==> config.mk <==
export PLATFORM = sky130hd
export DESIGN_NAME = audio_gain_with_level_meter_unit
export DESIGN_NICKNAME = d
export VERILOG_FILES = /design/src/rtl/core/aglm_pkg.sv /design/src/rtl/core/aglm_dp.sv /design/src/rtl/core/aglm_ctrl.sv /design/src/rtl/core/audio_gain_with_level_meter_unit.sv
export VERILOG_INCLUDE_DIRS = /design/src /design/src/rtl/core
export SDC_FILE = /design/constraint.sdc
export NUM_CORES = 2
export LEC_CHECK = 0
export ABC_CLOCK_PERIOD_IN_PS = 7050
export BUFFER_PORTS_ARGS = -buffer_cell sky130_fd_sc_hd__buf_4
export CORE_MARGIN = 3
export CORE_UTILIZATION = 60
export CTS_BUF_LIST = sky130_fd_sc_hd__clkbuf_8
export DETAILED_ROUTE_END_ITERATION = 10
export GPL_ROUTABILITY_DRIVEN = 0
export HOLD_SLACK_MARGIN = 0.06
export PLACE_DENSITY_LB_ADDON = 0.2
export SYNTH_ARGS = -nofsm -noshare
export SYNTH_HDL_FRONTEND = slang
export SYNTH_SLANG_ARGS = --single-unit
==> constraint.sdc <==
create_clock -name clk -period 7.05 [get_ports clk]
set_clock_uncertainty 0.05 [all_clocks]
set_input_delay 0.3525 -clock clk [delete_from_list [all_inputs] [get_ports clk]]
set_output_delay 0.3525 -clock clk [all_outputs]
set_load 0.01 [all_outputs]
==> src/rtl/core/audio_gain_with_level_meter_unit_defines.svh <==
`ifndef AUDIO_GAIN_WITH_LEVEL_METER_UNIT_DEFINES_SVH
`define AUDIO_GAIN_WITH_LEVEL_METER_UNIT_DEFINES_SVH

// Checks on clk, quiet while rst_n is low. Both expect clk and rst_n in scope.
`define AGLM_ASSERT_SAME(lbl, ante, cons, msg) \
  lbl: assert property (@(posedge clk) disable iff (!rst_n) (ante) |-> (cons)) else $error(msg);

`define AGLM_ASSERT_NEXT(lbl, ante, cons, msg) \
  lbl: assert property (@(posedge clk) disable iff (!rst_n) (ante) |=> (cons)) else $error(msg);

`endif

==> src/rtl/core/aglm_pkg.sv <==
`timescale 1ns / 1ps

package aglm_pkg;

  localparam int SAMPLE_W        = 16;
  localparam int SUM_W           = 41;
  localparam int CNT_W           = 11;
  localparam int BLOCK_SAMPLES   = 1024;
  localparam int OUTPUT_CHANNELS = 2;

  // sum * 36 fits in 46 bits; its floor root fits in 23
  localparam int NUM_W      = 46;
  localparam int ROOT_W     = 23;
  localparam int SREM_W     = 25;
  localparam int DREM_W     = 11;
  localparam int DIV_STEPS  = 46;
  localparam int SQRT_STEPS = 23;
  localparam int ITER_W     = 6;

  // x / 10 == (x * 838861) >> 23 for x < 2^22
  localparam int MIX_W       = 20;
  localparam int RECIP_W     = 24;
  localparam int RECIP_SHIFT = 23;
  localparam logic [RECIP_W-1:0] RECIP_10 = 24'd838861;

  localparam logic [15:0] GAIN_RESET = 16'd32768;

  localparam int CFG_ADDR_W = 3;
  localparam int CFG_DATA_W = 32;
  localparam logic CFG_IDX_GAIN = 1'b0;

  typedef struct packed {
    logic signed [SAMPLE_W-1:0] sample;
    logic                       sample_present;
    logic                       end_of_block;
  } in_item_t;

  typedef struct packed {
    logic signed [SAMPLE_W-1:0] left_sample;
    logic signed [SAMPLE_W-1:0] right_sample;
    logic [15:0]                level;
    logic                       level_updated;
  } out_item_t;

  typedef enum logic [3:0] {
    ST_IDLE,
    ST_MUL,
    ST_SAT,
    ST_SQR,
    ST_ACC,
    ST_CHK,
    ST_DIV_LOAD,
    ST_DIV,
    ST_SQRT_LOAD,
    ST_SQRT,
    ST_MIX,
    ST_LEVEL,
    ST_OUT
  } aglm_state_t;

  typedef struct packed {
    logic load_in;
    logic mul;
    logic sat;
    logic sqr;
    logic acc;
    logic clr_blk;
    logic div_load;
    logic div_step;
    logic sq_load;
    logic sq_step;
    logic mix;
    logic level;
    logic out_load;
  } aglm_cmd_t;

  typedef struct packed {
    logic eob;
    logic cnt_nz;
  } aglm_sts_t;

endpackage

==> src/rtl/core/aglm_dp.sv <==
`timescale 1ns / 1ps

module aglm_dp (
  input  logic                clk,
  input  logic                rst_n,
  input  aglm_pkg::aglm_cmd_t cmd,
  input  aglm_pkg::in_item_t  in_data,
  input  logic [15:0]         volume_gain,
  output aglm_pkg::aglm_sts_t sts,
  output aglm_pkg::out_item_t out_data
);

  aglm_pkg::in_item_t in_r;
  aglm_pkg::out_item_t out_r;

  logic signed [32:0] prod_r;
  logic signed [aglm_pkg::SAMPLE_W-1:0] y_r;
  logic [30:0] sq_r;
  logic [aglm_pkg::SUM_W-1:0] sum_r;
  logic [aglm_pkg::CNT_W-1:0] cnt_r;
  logic [aglm_pkg::NUM_W-1:0] num_r;
  logic [aglm_pkg::DREM_W-1:0] drem_r;
  logic [aglm_pkg::SREM_W-1:0] srem_r;
  logic [aglm_pkg::ROOT_W-1:0] root_r;
  logic [aglm_pkg::MIX_W-1:0] mix_r;
  logic [15:0] level_r;
  logic upd_r;

  logic signed [32:0] prod_nxt;
  logic signed [32:0] biased;
  logic signed [17:0] quo;
  logic signed [aglm_pkg::SAMPLE_W-1:0] y_nxt;
  logic signed [31:0] sq_full;
  logic counting;
  logic [aglm_pkg::NUM_W-1:0] mul36;
  logic [aglm_pkg::DREM_W:0] dshift;
  logic [aglm_pkg::DREM_W:0] ddiff;
  logic dge;
  logic [aglm_pkg::DREM_W-1:0] drem_nxt;
  logic [aglm_pkg::SREM_W+1:0] st;
  logic [aglm_pkg::SREM_W+1:0] trial;
  logic [aglm_pkg::SREM_W+1:0] sdiff;
  logic sge;
  logic [15:0] nv;
  logic [aglm_pkg::MIX_W-1:0] mix_nxt;
  logic [aglm_pkg::MIX_W+aglm_pkg::RECIP_W-1:0] rprod;
  logic [aglm_pkg::MIX_W+aglm_pkg::RECIP_W-aglm_pkg::RECIP_SHIFT-1:0] lv_q;
  logic [15:0] lv_nxt;

  // gain is unsigned, so widen with a zero sign bit
  assign prod_nxt = 33'(in_r.sample) * 33'($signed({1'b0, volume_gain}));

  // divide by 2^15 rounding toward zero, then saturate
  assign biased = prod_r + (prod_r[32] ? 33'sd32767 : 33'sd0);
  assign quo    = biased[32:15];

  always_comb begin
    if (!quo[17] && (quo[16:15] != 2'b00)) begin
      y_nxt = 16'sh7FFF;
    end else if (quo[17] && (quo[16:15] != 2'b11)) begin
      y_nxt = 16'sh8000;
    end else begin
      y_nxt = quo[15:0];
    end
  end

  assign sq_full  = y_r * y_r;
  assign counting = in_r.sample_present &&
                    (cnt_r < aglm_pkg::CNT_W'(aglm_pkg::BLOCK_SAMPLES));
  assign mul36    = (aglm_pkg::NUM_W'(sum_r) << 5) + (aglm_pkg::NUM_W'(sum_r) << 2);

  // restoring divide by the sample count, one quotient bit per step
  assign dshift   = {drem_r, num_r[aglm_pkg::NUM_W-1]};
  assign dge      = dshift >= {1'b0, cnt_r};
  assign ddiff    = dshift - {1'b0, cnt_r};
  assign drem_nxt = dge ? ddiff[aglm_pkg::DREM_W-1:0] : dshift[aglm_pkg::DREM_W-1:0];

  // digit-by-digit root, two radicand bits per step
  assign st    = {srem_r, num_r[aglm_pkg::NUM_W-1 -: 2]};
  assign trial = {2'b00, root_r, 2'b01};
  assign sge   = st >= trial;
  assign sdiff = st - trial;

  assign nv = (root_r[aglm_pkg::ROOT_W-1:16] != '0) ? 16'hFFFF : root_r[15:0];

  assign mix_nxt = (aglm_pkg::MIX_W'(level_r) << 3) - aglm_pkg::MIX_W'(level_r) +
                   (aglm_pkg::MIX_W'(nv) << 1) + aglm_pkg::MIX_W'(nv) +
                   aglm_pkg::MIX_W'(5);

  assign rprod  = (aglm_pkg::MIX_W+aglm_pkg::RECIP_W)'(mix_r) *
                  (aglm_pkg::MIX_W+aglm_pkg::RECIP_W)'(aglm_pkg::RECIP_10);
  assign lv_q   = rprod[aglm_pkg::MIX_W+aglm_pkg::RECIP_W-1:aglm_pkg::RECIP_SHIFT];
  assign lv_nxt = (lv_q[$bits(lv_q)-1:16] != '0) ? 16'hFFFF : lv_q[15:0];

  // block state
  always_ff @(posedge clk) begin
    if (!rst_n) begin
      sum_r   <= '0;
      cnt_r   <= '0;
      level_r <= '0;
      upd_r   <= 1'b0;
    end else begin
      if (cmd.clr_blk) begin
        sum_r <= '0;
        cnt_r <= '0;
      end else if (cmd.acc && counting) begin
        sum_r <= sum_r + aglm_pkg::SUM_W'(sq_r);
        cnt_r <= cnt_r + 1'b1;
      end
      if (cmd.level) begin
        level_r <= lv_nxt;
      end
      if (cmd.load_in) begin
        upd_r <= 1'b0;
      end else if (cmd.level) begin
        upd_r <= 1'b1;
      end
    end
  end

  // working registers
  always_ff @(posedge clk) begin
    if (cmd.load_in) begin
      in_r <= in_data;
    end
    if (cmd.mul) begin
      prod_r <= prod_nxt;
    end
    if (cmd.sat) begin
      y_r <= in_r.sample_present ? y_nxt : '0;
    end
    if (cmd.sqr) begin
      sq_r <= sq_full[30:0];
    end
    if (cmd.div_load) begin
      num_r <= mul36;
    end else if (cmd.div_step) begin
      num_r <= {num_r[aglm_pkg::NUM_W-2:0], dge};
    end else if (cmd.sq_step) begin
      num_r <= {num_r[aglm_pkg::NUM_W-3:0], 2'b00};
    end
    if (cmd.div_load) begin
      drem_r <= '0;
    end else if (cmd.div_step) begin
      drem_r <= drem_nxt;
    end
    if (cmd.sq_load) begin
      srem_r <= '0;
      root_r <= '0;
    end else if (cmd.sq_step) begin
      srem_r <= sge ? sdiff[aglm_pkg::SREM_W-1:0] : st[aglm_pkg::SREM_W-1:0];
      root_r <= {root_r[aglm_pkg::ROOT_W-2:0], sge};
    end
    if (cmd.mix) begin
      mix_r <= mix_nxt;
    end
    if (cmd.out_load) begin
      out_r.left_sample   <= y_r;
      out_r.right_sample  <= (aglm_pkg::OUTPUT_CHANNELS >= 2) ? y_r : '0;
      out_r.level         <= level_r;
      out_r.level_updated <= upd_r;
    end
  end

  assign sts.eob    = in_r.end_of_block;
  assign sts.cnt_nz = cnt_r != '0;
  assign out_data   = out_r;

endmodule

==> src/rtl/core/aglm_ctrl.sv <==
`timescale 1ns / 1ps
`include "audio_gain_with_level_meter_unit_defines.svh"

module aglm_ctrl (
  input  logic                clk,
  input  logic                rst_n,
  input  logic                in_valid,
  output logic                in_stall,
  output logic                out_valid,
  input  logic                out_stall,
  input  aglm_pkg::aglm_sts_t sts,
  output aglm_pkg::aglm_cmd_t cmd
);

  aglm_pkg::aglm_state_t state_r, state_nxt;
  logic [aglm_pkg::ITER_W-1:0] iter_r, iter_nxt;
  logic out_valid_r, out_valid_nxt;
  logic out_free;

  // output register frees up in the same cycle its item is taken
  assign out_free = !out_valid_r || !out_stall;

  always_comb begin
    state_nxt = state_r;
    unique case (state_r)
      aglm_pkg::ST_IDLE:      if (in_valid) state_nxt = aglm_pkg::ST_MUL;
      aglm_pkg::ST_MUL:       state_nxt = aglm_pkg::ST_SAT;
      aglm_pkg::ST_SAT:       state_nxt = aglm_pkg::ST_SQR;
      aglm_pkg::ST_SQR:       state_nxt = aglm_pkg::ST_ACC;
      aglm_pkg::ST_ACC:       state_nxt = aglm_pkg::ST_CHK;
      aglm_pkg::ST_CHK: begin
        if (sts.eob && sts.cnt_nz) begin
          state_nxt = aglm_pkg::ST_DIV_LOAD;
        end else begin
          state_nxt = aglm_pkg::ST_OUT;
        end
      end
      aglm_pkg::ST_DIV_LOAD:  state_nxt = aglm_pkg::ST_DIV;
      aglm_pkg::ST_DIV: begin
        if (iter_r == aglm_pkg::ITER_W'(aglm_pkg::DIV_STEPS - 1)) begin
          state_nxt = aglm_pkg::ST_SQRT_LOAD;
        end
      end
      aglm_pkg::ST_SQRT_LOAD: state_nxt = aglm_pkg::ST_SQRT;
      aglm_pkg::ST_SQRT: begin
        if (iter_r == aglm_pkg::ITER_W'(aglm_pkg::SQRT_STEPS - 1)) begin
          state_nxt = aglm_pkg::ST_MIX;
        end
      end
      aglm_pkg::ST_MIX:       state_nxt = aglm_pkg::ST_LEVEL;
      aglm_pkg::ST_LEVEL:     state_nxt = aglm_pkg::ST_OUT;
      aglm_pkg::ST_OUT:       if (out_free) state_nxt = aglm_pkg::ST_IDLE;
      default:                state_nxt = aglm_pkg::ST_IDLE;
    endcase
  end

  always_comb begin
    if ((state_r == aglm_pkg::ST_DIV) || (state_r == aglm_pkg::ST_SQRT)) begin
      iter_nxt = iter_r + 1'b1;
    end else begin
      iter_nxt = '0;
    end
  end

  always_comb begin
    cmd      = '0;
    in_stall = 1'b1;
    unique case (state_r)
      aglm_pkg::ST_IDLE: begin
        in_stall    = 1'b0;
        cmd.load_in = in_valid;
      end
      aglm_pkg::ST_MUL:       cmd.mul = 1'b1;
      aglm_pkg::ST_SAT:       cmd.sat = 1'b1;
      aglm_pkg::ST_SQR:       cmd.sqr = 1'b1;
      aglm_pkg::ST_ACC:       cmd.acc = 1'b1;
      // empty block end: drop the sums, level stays
      aglm_pkg::ST_CHK:       cmd.clr_blk = sts.eob && !sts.cnt_nz;
      aglm_pkg::ST_DIV_LOAD:  cmd.div_load = 1'b1;
      aglm_pkg::ST_DIV:       cmd.div_step = 1'b1;
      aglm_pkg::ST_SQRT_LOAD: cmd.sq_load = 1'b1;
      aglm_pkg::ST_SQRT:      cmd.sq_step = 1'b1;
      aglm_pkg::ST_MIX:       cmd.mix = 1'b1;
      aglm_pkg::ST_LEVEL: begin
        cmd.level   = 1'b1;
        cmd.clr_blk = 1'b1;
      end
      aglm_pkg::ST_OUT:       cmd.out_load = out_free;
      default:                cmd = '0;
    endcase
  end

  always_comb begin
    if (cmd.out_load) begin
      out_valid_nxt = 1'b1;
    end else if (!out_stall) begin
      out_valid_nxt = 1'b0;
    end else begin
      out_valid_nxt = out_valid_r;
    end
  end

  always_ff @(posedge clk) begin
    if (!rst_n) begin
      state_r     <= aglm_pkg::ST_IDLE;
      iter_r      <= '0;
      out_valid_r <= 1'b0;
    end else begin
      state_r     <= state_nxt;
      iter_r      <= iter_nxt;
      out_valid_r <= out_valid_nxt;
    end
  end

  assign out_valid = out_valid_r;

  `AGLM_ASSERT_NEXT(a_accept_starts, in_valid && !in_stall, state_r == aglm_pkg::ST_MUL, "accepted item did not start")
  `AGLM_ASSERT_SAME(a_div_bound, state_r == aglm_pkg::ST_DIV, iter_r < aglm_pkg::ITER_W'(aglm_pkg::DIV_STEPS), "divide ran past its steps")
  `AGLM_ASSERT_SAME(a_mix_counted, state_r == aglm_pkg::ST_MIX, sts.cnt_nz, "level update with empty block")
  `AGLM_ASSERT_NEXT(a_out_held, state_r == aglm_pkg::ST_OUT && out_valid_r && out_stall, state_r == aglm_pkg::ST_OUT && out_valid_r, "result dropped while output busy")

endmodule

==> src/rtl/core/audio_gain_with_level_meter_unit.sv <==
`timescale 1ns / 1ps

// Volume scaler with RMS level meter. Each item is one signed 16-bit sample; it is
// scaled by the Q1.15 volume_gain (APB byte address 0, reset 32768 = unity),
// rounded toward zero, saturated and returned on both channels with the current
// level. Padding items return zero and are not counted. An ordinary item goes
// through multiply, saturate, square, accumulate and check before its result is
// loaded into the output register. For an item that ends a block holding counted
// samples, the mean-square divide then runs one quotient bit per cycle and the
// square root one root bit per cycle, followed by the smoothing step. The output
// register lets the next item be accepted while a result still waits to be taken.
module audio_gain_with_level_meter_unit (
  input  logic                                 clk,
  input  logic                                 rst_n,
  input  logic                                 in_valid,
  output logic                                 in_stall,
  input  aglm_pkg::in_item_t                   in_data,
  output logic                                 out_valid,
  input  logic                                 out_stall,
  output aglm_pkg::out_item_t                  out_data,
  input  logic                                 psel,
  input  logic                                 penable,
  input  logic                                 pwrite,
  input  logic [aglm_pkg::CFG_ADDR_W-1:0]      paddr,
  input  logic [aglm_pkg::CFG_DATA_W-1:0]      pwdata,
  output logic [aglm_pkg::CFG_DATA_W-1:0]      prdata,
  output logic                                 pready
);

  aglm_pkg::aglm_cmd_t cmd;
  aglm_pkg::aglm_sts_t sts;
  logic [15:0] gain_r;
  logic cfg_wr;
  logic cfg_idx;

  assign pready  = 1'b1;
  assign cfg_idx = paddr[aglm_pkg::CFG_ADDR_W-1];
  assign cfg_wr  = psel && penable && pwrite && pready;

  always_ff @(posedge clk) begin
    if (!rst_n) begin
      gain_r <= aglm_pkg::GAIN_RESET;
    end else if (cfg_wr && (cfg_idx == aglm_pkg::CFG_IDX_GAIN)) begin
      gain_r <= pwdata[15:0];
    end
  end

  always_comb begin
    if (cfg_idx == aglm_pkg::CFG_IDX_GAIN) begin
      prdata = aglm_pkg::CFG_DATA_W'(gain_r);
    end else begin
      prdata = '0;
    end
  end

  aglm_ctrl u_ctrl (
    .clk       (clk),
    .rst_n     (rst_n),
    .in_valid  (in_valid),
    .in_stall  (in_stall),
    .out_valid (out_valid),
    .out_stall (out_stall),
    .sts       (sts),
    .cmd       (cmd)
  );

  aglm_dp u_dp (
    .clk         (clk),
    .rst_n       (rst_n),
    .cmd         (cmd),
    .in_data     (in_data),
    .volume_gain (gain_r),
    .sts         (sts),
    .out_data    (out_data)
  );

endmodule
======== Word level (Yosys, flattened, before mapping) ========
Index checks and enable logic that the tools add are counted.
word-level totals
  flip-flop bits (word level) ............. 352
  input bits .............................. 60
  output and inout port bits .............. 84
  word-level logic and storage cells ...... 121
operators by class
  $add $sub $neg .......................... 11
  multiply operators ...................... 3
  $lt $le $gt $ge ......................... 3
  eq/ne operators ......................... 20
  muxes and demuxes ....................... 33
  bitwise logic cells ..................... 3
  reductions and logical operators ........ 25
operator list
  operator                                                                count
  46-bit 2-to-1 mux                                                       3
  16-bit 2-to-1 mux                                                       4
  4-bit one-hot mux with 13 select lines                                  1
  46-bit by 43-bit adder with 46-bit output                               1
  41-bit by 31-bit adder with 41-bit output                               1
  20-bit by 20-bit multiplier with 40-bit output (second input constant)  1
  33-bit adder                                                            1
  16-bit by 17-bit multiplier with 33-bit output                          1
  16-bit by 16-bit multiplier with 31-bit output                          1
  15-bit 2-to-1 mux                                                       2
  27-bit by 25-bit greater-or-equal comparator with 1-bit output          1
  25-bit 2-to-1 mux                                                       1
  25-bit subtractor                                                       1
  20-bit by 16-bit adder with 20-bit output                               1
  20-bit by 17-bit adder with 20-bit output                               1
  20-bit by 3-bit adder with 20-bit output (second input constant)        1
  4-bit equality test (second input constant)                             5
  4-bit 2-to-1 mux                                                        5
  19-bit by 16-bit subtractor with 20-bit output                          1
  4-bit by 3-bit equality test with 1-bit output (second input constant)  4
  1-bit 2-to-1 mux                                                        15
  12-bit by 11-bit greater-or-equal comparator with 1-bit output          1
  11-bit by 1-bit adder with 11-bit output (second input constant)        1
  11-bit less-than comparator (second input constant)                     1
  other kinds (22)                                                        43

======== Logic depth before layout (Yosys ltp) ========
  word-level depth ........................ 6
  depth in mapped cells ................... 25

======== Modules after synthesis ========
A second synthesis with hierarchy kept.
unflattened totals
  cells, all modules ...................... 4717
  area, all modules ....................... 45010.7 um^2
modules (own cells, without submodules)
  module                            instances  cells each  area each (um^2)  seq. area each (um^2)
  aglm_dp                           1          4520        43379.1           8448.1
  audio_gain_with_level_meter_unit  1          106         912.1             320.3
  aglm_ctrl                         1          91          719.4             220.2

======== Least setup slack after synthesis ========
Ideal clock, no wire load.
  path type ............................... register to register
  start ................................... register u_dp.in_r[6] (netlist bit)
  end ..................................... register u_dp.prod_r[27] (data pin)
  setup time .............................. 259 ps
  arrival time ............................ 6006 ps
  required time ........................... 6741 ps
  setup slack ............................. 735 ps
  stages on the path, launching flop included .. 24
  path through ............................ edfxtp_1 -> clkbuf_1 -> and2_1 -> fa_1 -> inv_1 -> fa_1 -> fa_1 -> inv_1 -> fa_1 -> fa_1 -> inv_1 -> fa_1 -> inv_1 -> ha_1 -> o21a_1 -> a21oi_2 -> o311a_1 -> o31ai_1 -> o31ai_1 -> o211ai_1 -> a21o_1 -> a21o_1 -> a21oi_1 -> xnor2_1
on the way
  cells in the longest elaborated chain, start to end .. 1
ends and longest elaborated chain
  item                                            RTL line        text
  from (decl)                                     aglm_dp.sv:13   aglm_pkg::in_item_t in_r;
  from (signal assigned)                          aglm_dp.sv:124  in_r <= in_data;
  16-bit by 17-bit multiplier with 33-bit output  aglm_dp.sv:51   assign prod_nxt = 33'(in_r.sample) * 33'($signed({1'b0, volume_gain}));
  net u_dp.prod_nxt[27]                           aglm_dp.sv:29   logic signed [32:0] prod_nxt;
  to (signal assigned)                            aglm_dp.sv:127  prod_r <= prod_nxt;
  to (decl)                                       aglm_dp.sv:16   logic signed [32:0] prod_r;
The timed path passes the listed nets, and every way through them passes these cells.
A chain may end at the register's enable or synchronous reset.

======== Worst setup path in the final report ========
  start ................................... register u_dp.in_r[3] (netlist bit)
  end ..................................... register u_dp.prod_r[32] (data pin)
Same word-level chain as after synthesis.

==> flow_summary.yaml <==
run_status:
  outcome: "finished, final reports clean"
power_and_ir_drop:
  p_clk_frac: 0.122
  p_int_mw: 10.1
  p_leak_nw: 23.8
  pwr-share-comb: 0.700
  power_frac_seq: 0.178
  swShare: 0.449
  switching_power_mw: 8.26
  powerDensity_nw_per_um2: 378
  irDropWorstVdd_mv: 0.660
floorplan:
  die_h_um: 279
  num_rows: 99
  core_um2: 73500
  floorplan.initialDensity: 0.610
  dieArea_um2: 78000
  ioPinCount: 144
  die-width_um: 279
setup_path:
  worstPathMaxFanout: 9
  critPathRequiredTime_ps: 7380
  worstSetupPathType: "register to register"
  cp.arrival_ps: 7030
  start_kind: "register"
  end_kind: "register"
clock_network:
  insertion_delay_ps: 660
  cts_tree: "yes"
  cts.clk_slew.worst_paths_ps: 50
  cts_buffer_depth: 3
  cts_buffers: 67
  clock-root-buffer: "clkbuf_8"
  clock-sinks: 351
  htree_levels: 3
finish:
  multiInputGateArea_um2: 31900
  fillCellCount: 5972
  nNetsFinal: 6172
  seqCellArea_um2: 8990
  fin_util: 0.663
  final_layout_size_suffix_gt1_frac: 0.0742
  areaGrowthSynthToFinish_pct: 8.67
logic_synthesis:
  synth-async-reset-ratio: 0
  yosysWarnings: 0
  synth.top_cell.area_share: 0.260
  yosysUniqueCellTypes: 84
  yosys-top-cells-area: "fa_1, ha_1, edfxtp_1, inv_1, dfxtp_1"
  synth_cells: 4827
  netlist_area_um2: 44800
  ys.flop_type: "edfxtp_1"
  ys_seq_elements: 351
  synth_edf_count: 196
  yosysSeqAreaShare: 0.200
  synth.most_common_cell: "inv_1"
  syn_avg_cell_area_um2: 9.29
  yosysTopAreaCell: "fa_1"
  yosys-top-cells-count: "inv_1, fa_1, ha_1"
sta:
  fin_crit_ps: 6700
  rsz0062_at_grt: "false"
  fmax_mhz: 149
  relSlewSlack: 0.244
  hold_viol: 0
  setup_viol: 0
  tns_ps: 0
  fin_crit_sh: 0.951
  finalMaxSlewViolations: 0
  worstMarginPinSlew_ps: 1130
global_routing:
  grt_use_total: 0.264
  grt_pass1_vias: 34200
  grt-ovfl-total: 0
  grt_max_degree: 77
  grt_pass1_wl_mm: 168
  antenna_found_initial: 3
placed_design:
  place.port_buffers: 108
  detailed_place_hpwl_mm: 78.7
routing:
  drc: 0
  via_per_inst: 5.52
  initialDrtViolationCount: 1793
  ant_nets: 0
  first_pass_iters: 5
  vias: 33000
  drt-total-wl_mm: 99.3
  wl_per_cell_um: 16.6
job:
  cap_viol_max_count: 0
min_path:
  min_path_type: "input port to register"
## path summary, 6_finish.rpt
check	cells after the start	endpoint	slack (ps)	start
worst max register to register	22	u_dp.prod_r[32]$_DFFE_PP_	350	u_dp.in_r[3]$_DFFE_PP_
worst min register to register	0	u_dp.out_data[0]$_DFFE_PP_	380	u_dp.upd_r$_SDFFE_PP0P_
worst min-delay path	4	u_ctrl.state_r[2]$_SDFFE_PN0P_	270	in_valid
worst max-delay path	22	u_dp.prod_r[32]$_DFFE_PP_	350	u_dp.in_r[3]$_DFFE_PP_
## per-layer routing
metal  part of all wire  vias up  GRT usage
li1                   -    16000          -
met1               0.46    16200      0.363
met2               0.47      727      0.438
met3              0.046      180     0.0342
met4              0.029        0     0.0828
met5                  0        -          0
## power by group through the flow
| stage | combinational (mW) | clock, mW | sequential, mW |
|---|---|---|---|
| floorplan | 10.5 | 0 | 3.23 |
| global placement | 12.5 | 0 | 3.31 |
| detailed placement | 12.9 | 0 | 3.32 |
| CTS | 12.9 | 2.31 | 3.28 |
| global route | 14.8 | 2.40 | 3.31 |
| finish | 12.9 | 2.24 | 3.28 |
## cell type report
cell class                      instances  area share
Antenna cell                            3    0.000154
Multi-Input combinational cell       3437       0.655
Clock inverter                         48     0.00930
Clock buffer                           74      0.0209
Inverter                              882      0.0680
Timing Repair Buffer                  234      0.0380
Sequential cell                       351       0.184
Tap cell                              959      0.0246
## worst max-delay path: stages (launching register included)
cell and delay (ps):
edfxtp_1 550, buf_4 240, and2_1 170, fa_1 500, fa_1 570, ha_1 140, inv_1 40, fa_1 470
inv_1 60, fa_1 540, inv_1 50, fa_1 470, inv_1 40, ha_1 230, or3_1 430, o31ai_2 470
a311oi_2 200, o21a_1 240, a41oi_1 330, a22o_1 250, o21ai_1 90, a21oi_1 190, xnor2_1 90
## state kept, by name, summed over array words and instances (netlist names), 11 cells and up
name	flops
u_dp.sq_r	30
u_dp.drem_r	11
u_dp.y_r	16
u_dp.in_r	17
u_dp.prod_r	33
u_dp.root_r	23
u_dp.sum_r	41
u_dp.cnt_r	11
gain_r	16
u_dp.num_r	46
u_dp.srem_r	25
u_dp.out_data	33
u_dp.level_r	16
u_dp.mix_r	20
## cells by family after synthesis
group | count (synthesis) | synth area share
and+or+nand+nor | 1221 | 0.128
adders and majority gates | 1139 | 0.415
other | 2 | 0.000168
buffers and inverters | 1054 | 0.0915
xor gates and xnor gates | 228 | 0.0447
DFF | 351 | 0.200
muxes | 23 | 0.00522
AOI/OAI and AO/OA | 809 | 0.114
## metrics by stage
| step | power [mW] | std cells | hold WS (ps) | area [um2] | setup slack (ps) |
|---|---|---|---|---|---|
| after floorplan | 13.7 | 4842 | 353 | 44900 | 735 |
| after global placement | 15.9 | 5824 | 361 | 46800 | 330 |
| after detailed placement | 16.2 | 5824 | 361 | 46800 | 291 |
| after CTS | 18.5 | 5983 | 206 | 48700 | 246 |
| after global routing | 20.5 | 5986 | 284 | 48700 | 6.26 |
| final | 18.4 | 5988 | 271 | 48700 | 347 |
## cell usage in the layout (no fill, tap or decap), types with 167 or more instances in the layout
cell / Yosys / layout
nand2_1: 516 / 516
a21oi_1: 266 / 263
buf_4: 35 / 197
edfxtp_1: 196 / 196
fa_1: 583 / 583
and2_1: 178 / 178
ha_1: 556 / 556
inv_1: 881 / 896
o21ai_0: 167 / 167
nor2_1: 221 / 219
## timing repair
item	CTS	global route
gates resized for setup	0	6
endpoints found under the setup margin	0	13
hold endpoints to repair	36	0
hold buffers	37	0
setup buffers	0	2
Note: power is estimated with default switching activity, not from simulation.
